File: src/rtl/u8d_pkg.sv
// Shared types, codes and decode helpers for the UTF-8 stream decoder.
`timescale 1ns / 1ps
`default_nettype none

package u8d_pkg;

  localparam int unsigned CP_W    = 21;
  localparam int unsigned COUNT_W = 3;

  // Lead byte classes
  typedef enum logic [2:0] {
    LEAD_ASCII,
    LEAD_TWO,
    LEAD_THREE,
    LEAD_FOUR,
    LEAD_BAD
  } lead_class_t;

  // One decoded result as it leaves the block
  typedef struct packed {
    logic [CP_W-1:0]    code_point;
    logic               bad_sequence;
    logic [COUNT_W-1:0] byte_count;
    logic               last_of_run;
  } result_t;

  // Sequence state carried between bytes
  typedef struct packed {
    logic [1:0]         need;
    logic [COUNT_W-1:0] seq_len;
    logic [CP_W-1:0]    partial;
  } seq_state_t;

  // Results produced by one byte, in delivery order
  typedef struct packed {
    logic [1:0] num;
    result_t    res0;
    result_t    res1;
  } push_t;

  localparam result_t ERR_RESULT = '{code_point: '0, bad_sequence: 1'b1,
                                     byte_count: '0, last_of_run: 1'b0};

  localparam seq_state_t IDLE_STATE = '{need: '0, seq_len: '0, partial: '0};

  function automatic lead_class_t classify_lead(input logic [7:0] b);
    lead_class_t cls;
    if (b[7] == 1'b0) begin
      cls = LEAD_ASCII;
    end else if (b[7:5] == 3'b110) begin
      cls = LEAD_TWO;
    end else if (b[7:4] == 4'b1110) begin
      cls = LEAD_THREE;
    end else if (b[7:3] == 5'b11110) begin
      cls = LEAD_FOUR;
    end else begin
      cls = LEAD_BAD;
    end
    return cls;
  endfunction

endpackage

`default_nettype wire

File: src/rtl/utf8_stream_decoder.sv
// Top level of the UTF-8 stream decoder.
//
// Input channel: one text byte per transaction (in_data_byte) with
// in_end_of_text marking the last byte of a text. Output channel: one
// decoded result per transaction: code point, error flag, byte count, and
// out_last_of_run on the final result caused by an input byte. A byte
// yields zero, one or two results.
// An accepted byte is registered in the input stage and decoded from there;
// its results are written into the result queue, which drives out_valid.
// Throughput: one byte per cycle while each byte yields at most one result and
// the receiver takes them; the single result port passes one result per cycle.
// The input stage advances only while the four-entry result queue has room
// for two results, so a stalled receiver fills the queue and then holds
// in_ready low; nothing is lost.
// Reset (synchronous, active low) closes any open sequence, empties the
// input stage and the result queue.
`timescale 1ns / 1ps
`default_nettype none

module utf8_stream_decoder
  import u8d_pkg::*;
(
  input  wire logic         clk,
  input  wire logic         rst_n,
  input  wire logic         in_valid,
  output logic              in_ready,
  input  wire logic [7:0]   in_data_byte,
  input  wire logic         in_end_of_text,
  output logic              out_valid,
  input  wire logic         out_ready,
  output logic [CP_W-1:0]   out_code_point,
  output logic              out_bad_sequence,
  output logic [COUNT_W-1:0] out_byte_count,
  output logic              out_last_of_run
);

  logic       stg_valid_r, stg_valid_nxt;
  logic [7:0] stg_byte_r;
  logic       stg_eot_r;
  seq_state_t state_r, state_nxt;
  push_t      push;
  logic       room;
  logic       advance;
  result_t    out_res;

  assign advance       = stg_valid_r && room;
  assign in_ready      = !stg_valid_r || advance;
  assign stg_valid_nxt = (in_valid && in_ready) || (stg_valid_r && !advance);

  // Input stage
  always_ff @(posedge clk) begin
    if (!rst_n) begin
      stg_valid_r <= 1'b0;
    end else begin
      stg_valid_r <= stg_valid_nxt;
    end
  end

  always_ff @(posedge clk) begin
    if (in_valid && in_ready) begin
      stg_byte_r <= in_data_byte;
      stg_eot_r  <= in_end_of_text;
    end
  end

  // Sequence state
  always_ff @(posedge clk) begin
    if (!rst_n) begin
      state_r <= IDLE_STATE;
    end else if (advance) begin
      state_r <= state_nxt;
    end
  end

  u8d_decode u_decode (
    .data_byte   (stg_byte_r),
    .end_of_text (stg_eot_r),
    .state       (state_r),
    .state_nxt   (state_nxt),
    .push        (push)
  );

  u8d_result_fifo u_fifo (
    .clk       (clk),
    .rst_n     (rst_n),
    .push_en   (advance),
    .push      (push),
    .room      (room),
    .out_valid (out_valid),
    .out_ready (out_ready),
    .out_res   (out_res)
  );

  assign out_code_point   = out_res.code_point;
  assign out_bad_sequence = out_res.bad_sequence;
  assign out_byte_count   = out_res.byte_count;
  assign out_last_of_run  = out_res.last_of_run;

endmodule

`default_nettype wire

File: src/rtl/u8d_decode.sv
// Combinational byte decoder: next sequence state and up to two results.
`timescale 1ns / 1ps
`default_nettype none

module u8d_decode
  import u8d_pkg::*;
(
  input  wire logic [7:0] data_byte,
  input  wire logic       end_of_text,
  input  wire seq_state_t state,
  output seq_state_t      state_nxt,
  output push_t           push
);

  logic        is_cont;
  lead_class_t cls;
  logic        a_vld;     // bad continuation error
  logic        b_vld;     // character, completion or invalid lead
  logic        c_vld;     // truncation at end of text
  result_t     b_res;
  result_t     second;
  seq_state_t  mid;
  logic [CP_W-1:0] shifted;

  assign is_cont = (data_byte[7:6] == 2'b10);
  assign cls     = classify_lead(data_byte);
  assign shifted = {state.partial[CP_W-7:0], data_byte[5:0]};

  // Main byte handling
  always_comb begin
    a_vld = 1'b0;
    b_vld = 1'b0;
    b_res = ERR_RESULT;
    mid   = IDLE_STATE;
    if (state.need != 2'd0 && is_cont) begin
      if (state.need == 2'd1) begin
        b_vld = 1'b1;
        b_res = '{code_point: shifted, bad_sequence: 1'b0,
                  byte_count: state.seq_len, last_of_run: 1'b0};
      end else begin
        mid.need    = state.need - 2'd1;
        mid.seq_len = state.seq_len;
        mid.partial = shifted;
      end
    end else begin
      // A non-continuation inside a sequence drops it and is taken as a lead
      a_vld = (state.need != 2'd0);
      case (cls)
        LEAD_ASCII: begin
          b_vld = 1'b1;
          b_res = '{code_point: CP_W'(data_byte[6:0]), bad_sequence: 1'b0,
                    byte_count: COUNT_W'(1), last_of_run: 1'b0};
        end
        LEAD_TWO: begin
          mid = '{need: 2'd1, seq_len: COUNT_W'(2), partial: CP_W'(data_byte[4:0])};
        end
        LEAD_THREE: begin
          mid = '{need: 2'd2, seq_len: COUNT_W'(3), partial: CP_W'(data_byte[3:0])};
        end
        LEAD_FOUR: begin
          mid = '{need: 2'd3, seq_len: COUNT_W'(4), partial: CP_W'(data_byte[2:0])};
        end
        default: begin
          b_vld = 1'b1;
          b_res = ERR_RESULT;
        end
      endcase
    end
  end

  // Truncation closes an open sequence at end of text
  assign c_vld     = end_of_text && (mid.need != 2'd0);
  assign state_nxt = c_vld ? IDLE_STATE : mid;

  // Pack results in order; b and c never occur together
  assign second = b_vld ? b_res : ERR_RESULT;

  always_comb begin
    push = '{num: 2'd0, res0: ERR_RESULT, res1: ERR_RESULT};
    if (a_vld) begin
      push.res0 = ERR_RESULT;
      if (b_vld || c_vld) begin
        push.num  = 2'd2;
        push.res1 = second;
        push.res1.last_of_run = 1'b1;
      end else begin
        push.num = 2'd1;
        push.res0.last_of_run = 1'b1;
      end
    end else if (b_vld || c_vld) begin
      push.num  = 2'd1;
      push.res0 = second;
      push.res0.last_of_run = 1'b1;
    end
  end

endmodule

`default_nettype wire

File: src/rtl/u8d_result_fifo.sv
// Four-entry result queue: takes up to two results per cycle, gives one.
`timescale 1ns / 1ps
`default_nettype none

module u8d_result_fifo
  import u8d_pkg::*;
(
  input  wire logic    clk,
  input  wire logic    rst_n,
  input  wire logic    push_en,
  input  wire push_t   push,
  output logic         room,
  output logic         out_valid,
  input  wire logic    out_ready,
  output result_t      out_res
);

  localparam int unsigned DEPTH = 4;

  result_t    mem_r [DEPTH];
  logic [1:0] wr_ptr_r, wr_ptr_nxt;
  logic [1:0] rd_ptr_r, rd_ptr_nxt;
  logic [2:0] count_r, count_nxt;
  logic [1:0] n_push;
  logic       pop;

  assign n_push    = push_en ? push.num : 2'd0;
  assign pop       = out_valid && out_ready;
  assign room      = (count_r <= 3'd2);
  assign out_valid = (count_r != 3'd0);
  assign out_res   = mem_r[rd_ptr_r];

  // Pointer and fill bookkeeping
  assign wr_ptr_nxt = wr_ptr_r + n_push;
  assign rd_ptr_nxt = rd_ptr_r + {1'b0, pop};
  assign count_nxt  = count_r + {1'b0, n_push} - {2'b00, pop};

  always_ff @(posedge clk) begin
    if (!rst_n) begin
      wr_ptr_r <= '0;
      rd_ptr_r <= '0;
      count_r  <= '0;
    end else begin
      wr_ptr_r <= wr_ptr_nxt;
      rd_ptr_r <= rd_ptr_nxt;
      count_r  <= count_nxt;
    end
  end

  // Entry writes
  always_ff @(posedge clk) begin
    if (n_push != 2'd0) begin
      mem_r[wr_ptr_r] <= push.res0;
    end
    if (n_push == 2'd2) begin
      mem_r[wr_ptr_r + 2'd1] <= push.res1;
    end
  end

endmodule

`default_nettype wire

File: config.mk
export PLATFORM = sky130hd
export DESIGN_NAME = utf8_stream_decoder
export DESIGN_NICKNAME = d
export VERILOG_FILES = /design/src/rtl/u8d_pkg.sv /design/src/rtl/utf8_stream_decoder.sv /design/src/rtl/u8d_decode.sv /design/src/rtl/u8d_result_fifo.sv
export SDC_FILE = /design/constraint.sdc
export NUM_CORES = 1
export LEC_CHECK = 0
export BUFFER_PORTS_ARGS = -buffer_cell sky130_fd_sc_hd__buf_2
export CAP_MARGIN = 20
export CORE_MARGIN = 3
export CORE_UTILIZATION = 60
export CTS_BUF_LIST = sky130_fd_sc_hd__clkbuf_16
export CTS_CLUSTER_SIZE = 25
export DETAILED_ROUTE_END_ITERATION = 10
export PLACE_DENSITY = 0.79
export SLEW_MARGIN = 0
export SYNTH_ARGS = -nofsm -noshare
export SYNTH_HDL_FRONTEND = slang
export SYNTH_SLANG_ARGS = --single-unit
File: constraint.sdc
create_clock -name clk -period 7.62 [get_ports clk]
set_clock_uncertainty 0.1 [all_clocks]
set_input_delay 0.381 -clock clk [delete_from_list [all_inputs] [get_ports clk]]
set_output_delay 0.381 -clock clk [all_outputs]
set_load 0.1 [all_outputs]
# Yosys cells after proc, flatten, opt, wreduce, memory -nomap -nowiden

Memory sizes are Yosys's and may differ from the RTL's. A register that Yosys moved wholly into a read port is not among the register bits.
Cells that the tools add are included.

$add $sub $neg: 6
$lt $le $gt $ge: 1
Equality and inequality tests: 10
Multiplexer cells: 28
Reduce and logical (&&, ||, !) cells: 18

Operator list:

| operator                                                                 | count |
|---|---|
| 26-bit 2-to-1 mux                                                        | 8 |
| 26-bit case mux with 3 select lines                                      | 1 |
| 28-bit 2-to-1 mux                                                        | 1 |
| 27-bit 2-to-1 mux                                                        | 1 |
| 12-bit 2-to-1 mux                                                        | 1 |
| 3-bit 2-to-1 mux                                                         | 4 |
| 1-bit 2-to-1 mux                                                         | 9 |
| 3-bit by 2-bit equality test with 1-bit output (second input constant)   | 2 |
| 1-bit logical AND                                                        | 6 |
| 2-bit 2-to-1 mux                                                         | 3 |
| 2-bit nonzero test                                                       | 3 |
| 5-bit equality test (second input constant)                              | 1 |
| 2-bit equality test (second input constant)                              | 2 |
| 4-bit equality test (second input constant)                              | 1 |
| 3-bit by 2-bit adder with 3-bit output                                   | 1 |
| 3-bit by 1-bit equality test with 1-bit output (second input constant)   | 1 |
| 3-bit equality test (second input constant)                              | 1 |
| 3-bit by 2-bit <= comparator with 1-bit output (second input constant)   | 1 |
| 3-bit zero test                                                          | 1 |
| 1-bit logical OR                                                         | 3 |
| 3-bit by 2-bit inequality test with 1-bit output (second input constant) | 1 |
| 3-bit nonzero test                                                       | 1 |
| 3-bit OR reduction                                                       | 1 |
| 3-bit by 1-bit subtractor with 3-bit output                              | 1 |
| other kinds (7)                                                          | 8 |

Flip-flop bits (word level): 37
RAM bits: 104
Input port bits: 13
Output and inout bits: 28
Memories: 1

Memories:

| name         | depth | bits a word | rd ports | clocked after Yosys merged registers in | write ports | line                  | source |
|---|---|---|---|---|---|---|---|
| u_fifo.mem_r | 4     | 26          | 1        | 1                                       | 2           | u8d_result_fifo.sv:20 | `result_t mem_r [DEPTH];` |

# Logic depth before layout (Yosys ltp)

Depth in word-level cells: 17
Mapped depth: 16
Mapped depth without buffers: 14

# By module

From an unflattened synthesis, not the netlist that was laid out.

Cells, all modules: 562
Area, all modules: 7795.0 µm²

By module, submodules not included:

| module              | instances | cells each | area each (µm²) |
|---|---|---|---|
| u8d_result_fifo     | 1         | 305        | 5549.1 |
| utf8_stream_decoder | 1         | 134        | 1398.8 |
| u8d_decode          | 1         | 123        | 847.1 |

# Worst setup path after synthesis

Ideal clock, no wire load.

Kind: flip-flop to flip-flop
From: reg state_r[24] (netlist bit)
To: mem u_fifo.mem_r[1][0] (netlist bit), enable pin
Setup time: 0.442 ns
Data arrival time: 4.002 ns
Path slack: 3.076 ns
Stages on the path, launching flop included: 12
Path buffers: 2
Path through: dfxtp_1 -> inv_1 -> ha_1 -> buf_2 -> or4b_4 -> nor2_1 -> o31a_1 -> or3b_1 -> ha_1 -> buf_2 -> mux2i_1 -> nor3_1

RTL lines:

| item                   | line                      | source |
|---|---|---|
| from (decl)            | utf8_stream_decoder.sv:40 | `seq_state_t state_r, state_nxt;` |
| from (signal assigned) | utf8_stream_decoder.sv:71 | `state_r <= state_nxt;` |
| to (decl)              | u8d_result_fifo.sv:20     |  |

==> summary.txt <==
Die
  • Die area: 0.0116 sq mm
  • Rows: 36
  • Die W: 108 microns
  • Area of the core: 0.00991 sq mm
  • Starting Density: 62.7%
  • Die Span Y: 108 microns
  • Top-Level Pins: 41

Drt
  • Post-route ant nets: 0
  • Initial DRC count: 276
  • DRC Markers: 0
  • Via count: 3768
  • Total Routed Length: 12400 microns
  • Drt wl/cell: 19.7 microns
  • Vias/cell: 5.97
  • First drt pass iteration count: 6

STA
  • Slew @ Worst Pin: 997 ps
  • Final hold violations: 0
  • Setup slack after layout: 3170 ps
  • Final setup fails: 0
  • Max Clk Rate: 225 MHz
  • Setup Total Neg Slack: 0 ps
  • Post-route minimum period: 4450 ps
  • Tcrit/Tclk final: 58.4%
  • Slew Viols, Final: 0
  • RSZ-0062 raised after global routing: no
  • Relative slew margins: 33.5%

Place
  • Port Buffers: 40
  • Routability cong.: 0.938
  • DP Wirelength: 7740 microns
  • DP Worst Slack: 3200 ps

Layout
  • Layout area overhead: 14.6%
  • Number of diodes: 0
  • Core Util, Final: 71.8%
  • Filler Cell Count: 634
  • Final nets: 507
  • Layout cells sized above 1: 24.3%

GRT
  • Vias in the first global route: 3860
  • Total GRT Usage: 23.3%
  • Total gr overflow: 0
  • Global-route wire length before repair: 20200 microns
  • Initial antenna violation count: 0
  • Largest net degree at the start of global routing: 28

Critical path
  • RR Startpoint: state_r[24]$_SDFFE_PN0P_
  • Startpoint type of the worst setup path: flop
  • CP Capture Type: flop
  • CP arrival: 4500 ps
  • Worst setup path startpoint: state_r[24]$_SDFFE_PN0P_
  • Reg2Reg Setup Slack: 3170 ps
  • Critical R2R Capture: u_fifo.mem_r[2][4]$_DFFE_PP_
  • Required time of the critical path: 7670 ps
  • Crit-path max FO: 21
  • CP Capture Point: u_fifo.mem_r[2][4]$_DFFE_PP_
  • Crit Path Class: reg -> reg
  • Worst R2R Path Depth: 12

Clocking
  • Num CTS Buffers: 17
  • Clock transition at path regs: 60 ps
  • Worst skew pair latency: 410 ps
  • Root buf cell: clkbuf_16
  • Post-CTS Setup Bufs: 0
  • CTS tree: done
  • CTS Hold Buffers Added: 0
  • Post-cts gate resize count: 0
  • H-tree depth: 4
  • # clock sinks: 141
  • Longest Clk Path Bufs: 2

Power
  • Total power: 0.00248 W
  • Power per cell area: 349 mW/mm^2
  • Leakage: 2.53 nW
  • Peak supply drop: 0.270 mV

Logic synthesis
  • Synth Net Count: 468
  • Synth cell types: 49
  • Post-synth ARST share: 0%
  • Sequential area share after synthesis: 63.7%
  • Mapped Cells: 446
  • Synth area leaders: edfxtp_1 (55%), mux4_2 (9.4%), dfxtp_1 (9.0%)
  • Mapped Area: 0.00621 sq mm
  • Synth Area per Inst: 13.9 sq um
  • Synth warn: 0
  • Count leader, synth: edfxtp_1
  • Dominant cell type by area after synthesis: edfxtp_1
  • Post-synth EDFFs: 113
  • Top cells by count, synth: edfxtp_1 (113), nor2_1 (63), and2_1 (45)
  • FF+latch count, synth: 141
  • Share of Yosys cell area claimed by the top area cell type: 54.7%
  • Top FF cell, synth: edfxtp_1

Hold path
  • Hold Path Class: in -> reg
  • Hold path start: in_data_byte[2]

Flow run
  • Maxcap violations: 0

Run status
  • Status: finished, final reports clean
## power by group
group	leakage (nW)	switching (W)	internal (W)	total (W)
Sequential	1.24	0.0000601	0.000877	0.000937
Clock	0.278	0.000301	0.000506	0.000807
Combinational	1.01	0.000559	0.000181	0.000739
Total	2.53	0.000920	0.00156	0.00248
## worst min-delay path by stage
stage	end	cells after the start
2_1_floorplan	state_r[25]$_SDFFE_PN0P_	2
3_3_place_gp	state_r[25]$_SDFFE_PN0P_	2
3_5_place_dp	state_r[25]$_SDFFE_PN0P_	2
4_1_cts	stg_byte_r[0]$_DFFE_PP_	1
5_1_grt	stg_eot_r$_DFFE_PP_	1
6_report	stg_byte_r[2]$_DFFE_PP_	1
## kinds of logic after synthesis
logic type | Yosys count | share of synthesized area [%]
AOI/OAI and AO/OA | 49 | 6.05
xor gates and xnor gates | 9 | 1.27
adders and majority gates | 9 | 1.93
buffers and inverters | 42 | 2.88
DFF | 141 | 63.7
muxes | 29 | 9.92
and+or+nand+nor | 167 | 14.3
## cell type report
| type | count | area, sq um | area share (%) |
|---|---|---|---|
| flip-flops and latches | 141 | 3960 | 55.6 |
| well taps | 133 | 166 | 2.34 |
| clock inverters | 15 | 155 | 2.18 |
| repair buffers | 47 | 253 | 3.55 |
| clock buffers | 17 | 425 | 5.98 |
| inverters | 15 | 56.3 | 0.792 |
| multi-input cells | 263 | 2100 | 29.5 |
## flip-flops by register name, summed over array words and instances, names as in the netlist
register	cells
stg_byte_r	8
u_fifo.count_r	3
u_fifo.mem_r	104
stg_eot_r	1
stg_valid_r	1
u_fifo.wr_ptr_r	2
state_r	20
u_fifo.rd_ptr_r	2
## metrics by stage
stage / area (sq um) / instances / hold WS [ps]
6_report: 7110 / 631 / 43.1
5_1_grt: 7110 / 631 / 34.9
4_1_cts: 7100 / 629 / 34.8
3_5_place_dp: 6520 / 597 / 348
3_3_place_gp: 6520 / 597 / 345
2_1_floorplan: 6210 / 446 / 332
## critical path: stages (launching register included)
cell     delay, ps
dfxtp_1        330
inv_1           90
ha_1           400
nor4b_1        100
a31o_1         230
o31a_1         280
or3b_1         360
ha_1           410
and3b_1        310
and4_1         780
xnor2_1        240
o22ai_1        470
inv_1           90
## layer usage
layer  GRT usage, %  share of wire (%)  wire, microns  vias up
met3           4.86                6.0            747       23
met2           40.6                 52           6510      144
met5              0                  0              0        -
met1           28.6                 40           4980     1878
met4           8.75                1.7            210        0
li1               -                  -              -     1723
## cells in the final DEF, fill, tap and decap left out, types with 2 or more instances in the layout
cell type	instances
nor4_4	2
or2_2	4
nand2_1	27
nor2b_1	2
mux2i_1	3
mux4_2	26
o31a_1	2
inv_1	15
a21oi_1	10
xnor2_1	9
nor3_1	2
and3_1	2
nand3_1	4
bufinv_16	3
and2_1	45
a22o_1	13
and4_1	2
nor3_2	2
o22ai_2	3
a32o_1	2
o22ai_1	9
edfxtp_1	113
clkinv_1	4
nor2_1	61
dfxtp_1	27
clkinvlp_4	4
nand2b_1	2
buf_4	7
clkbuf_16	17
ha_1	8
nor2_4	2
buf_2	40
clkinv_2	4
No activity file was read; power rests on OpenSTA's default activity.
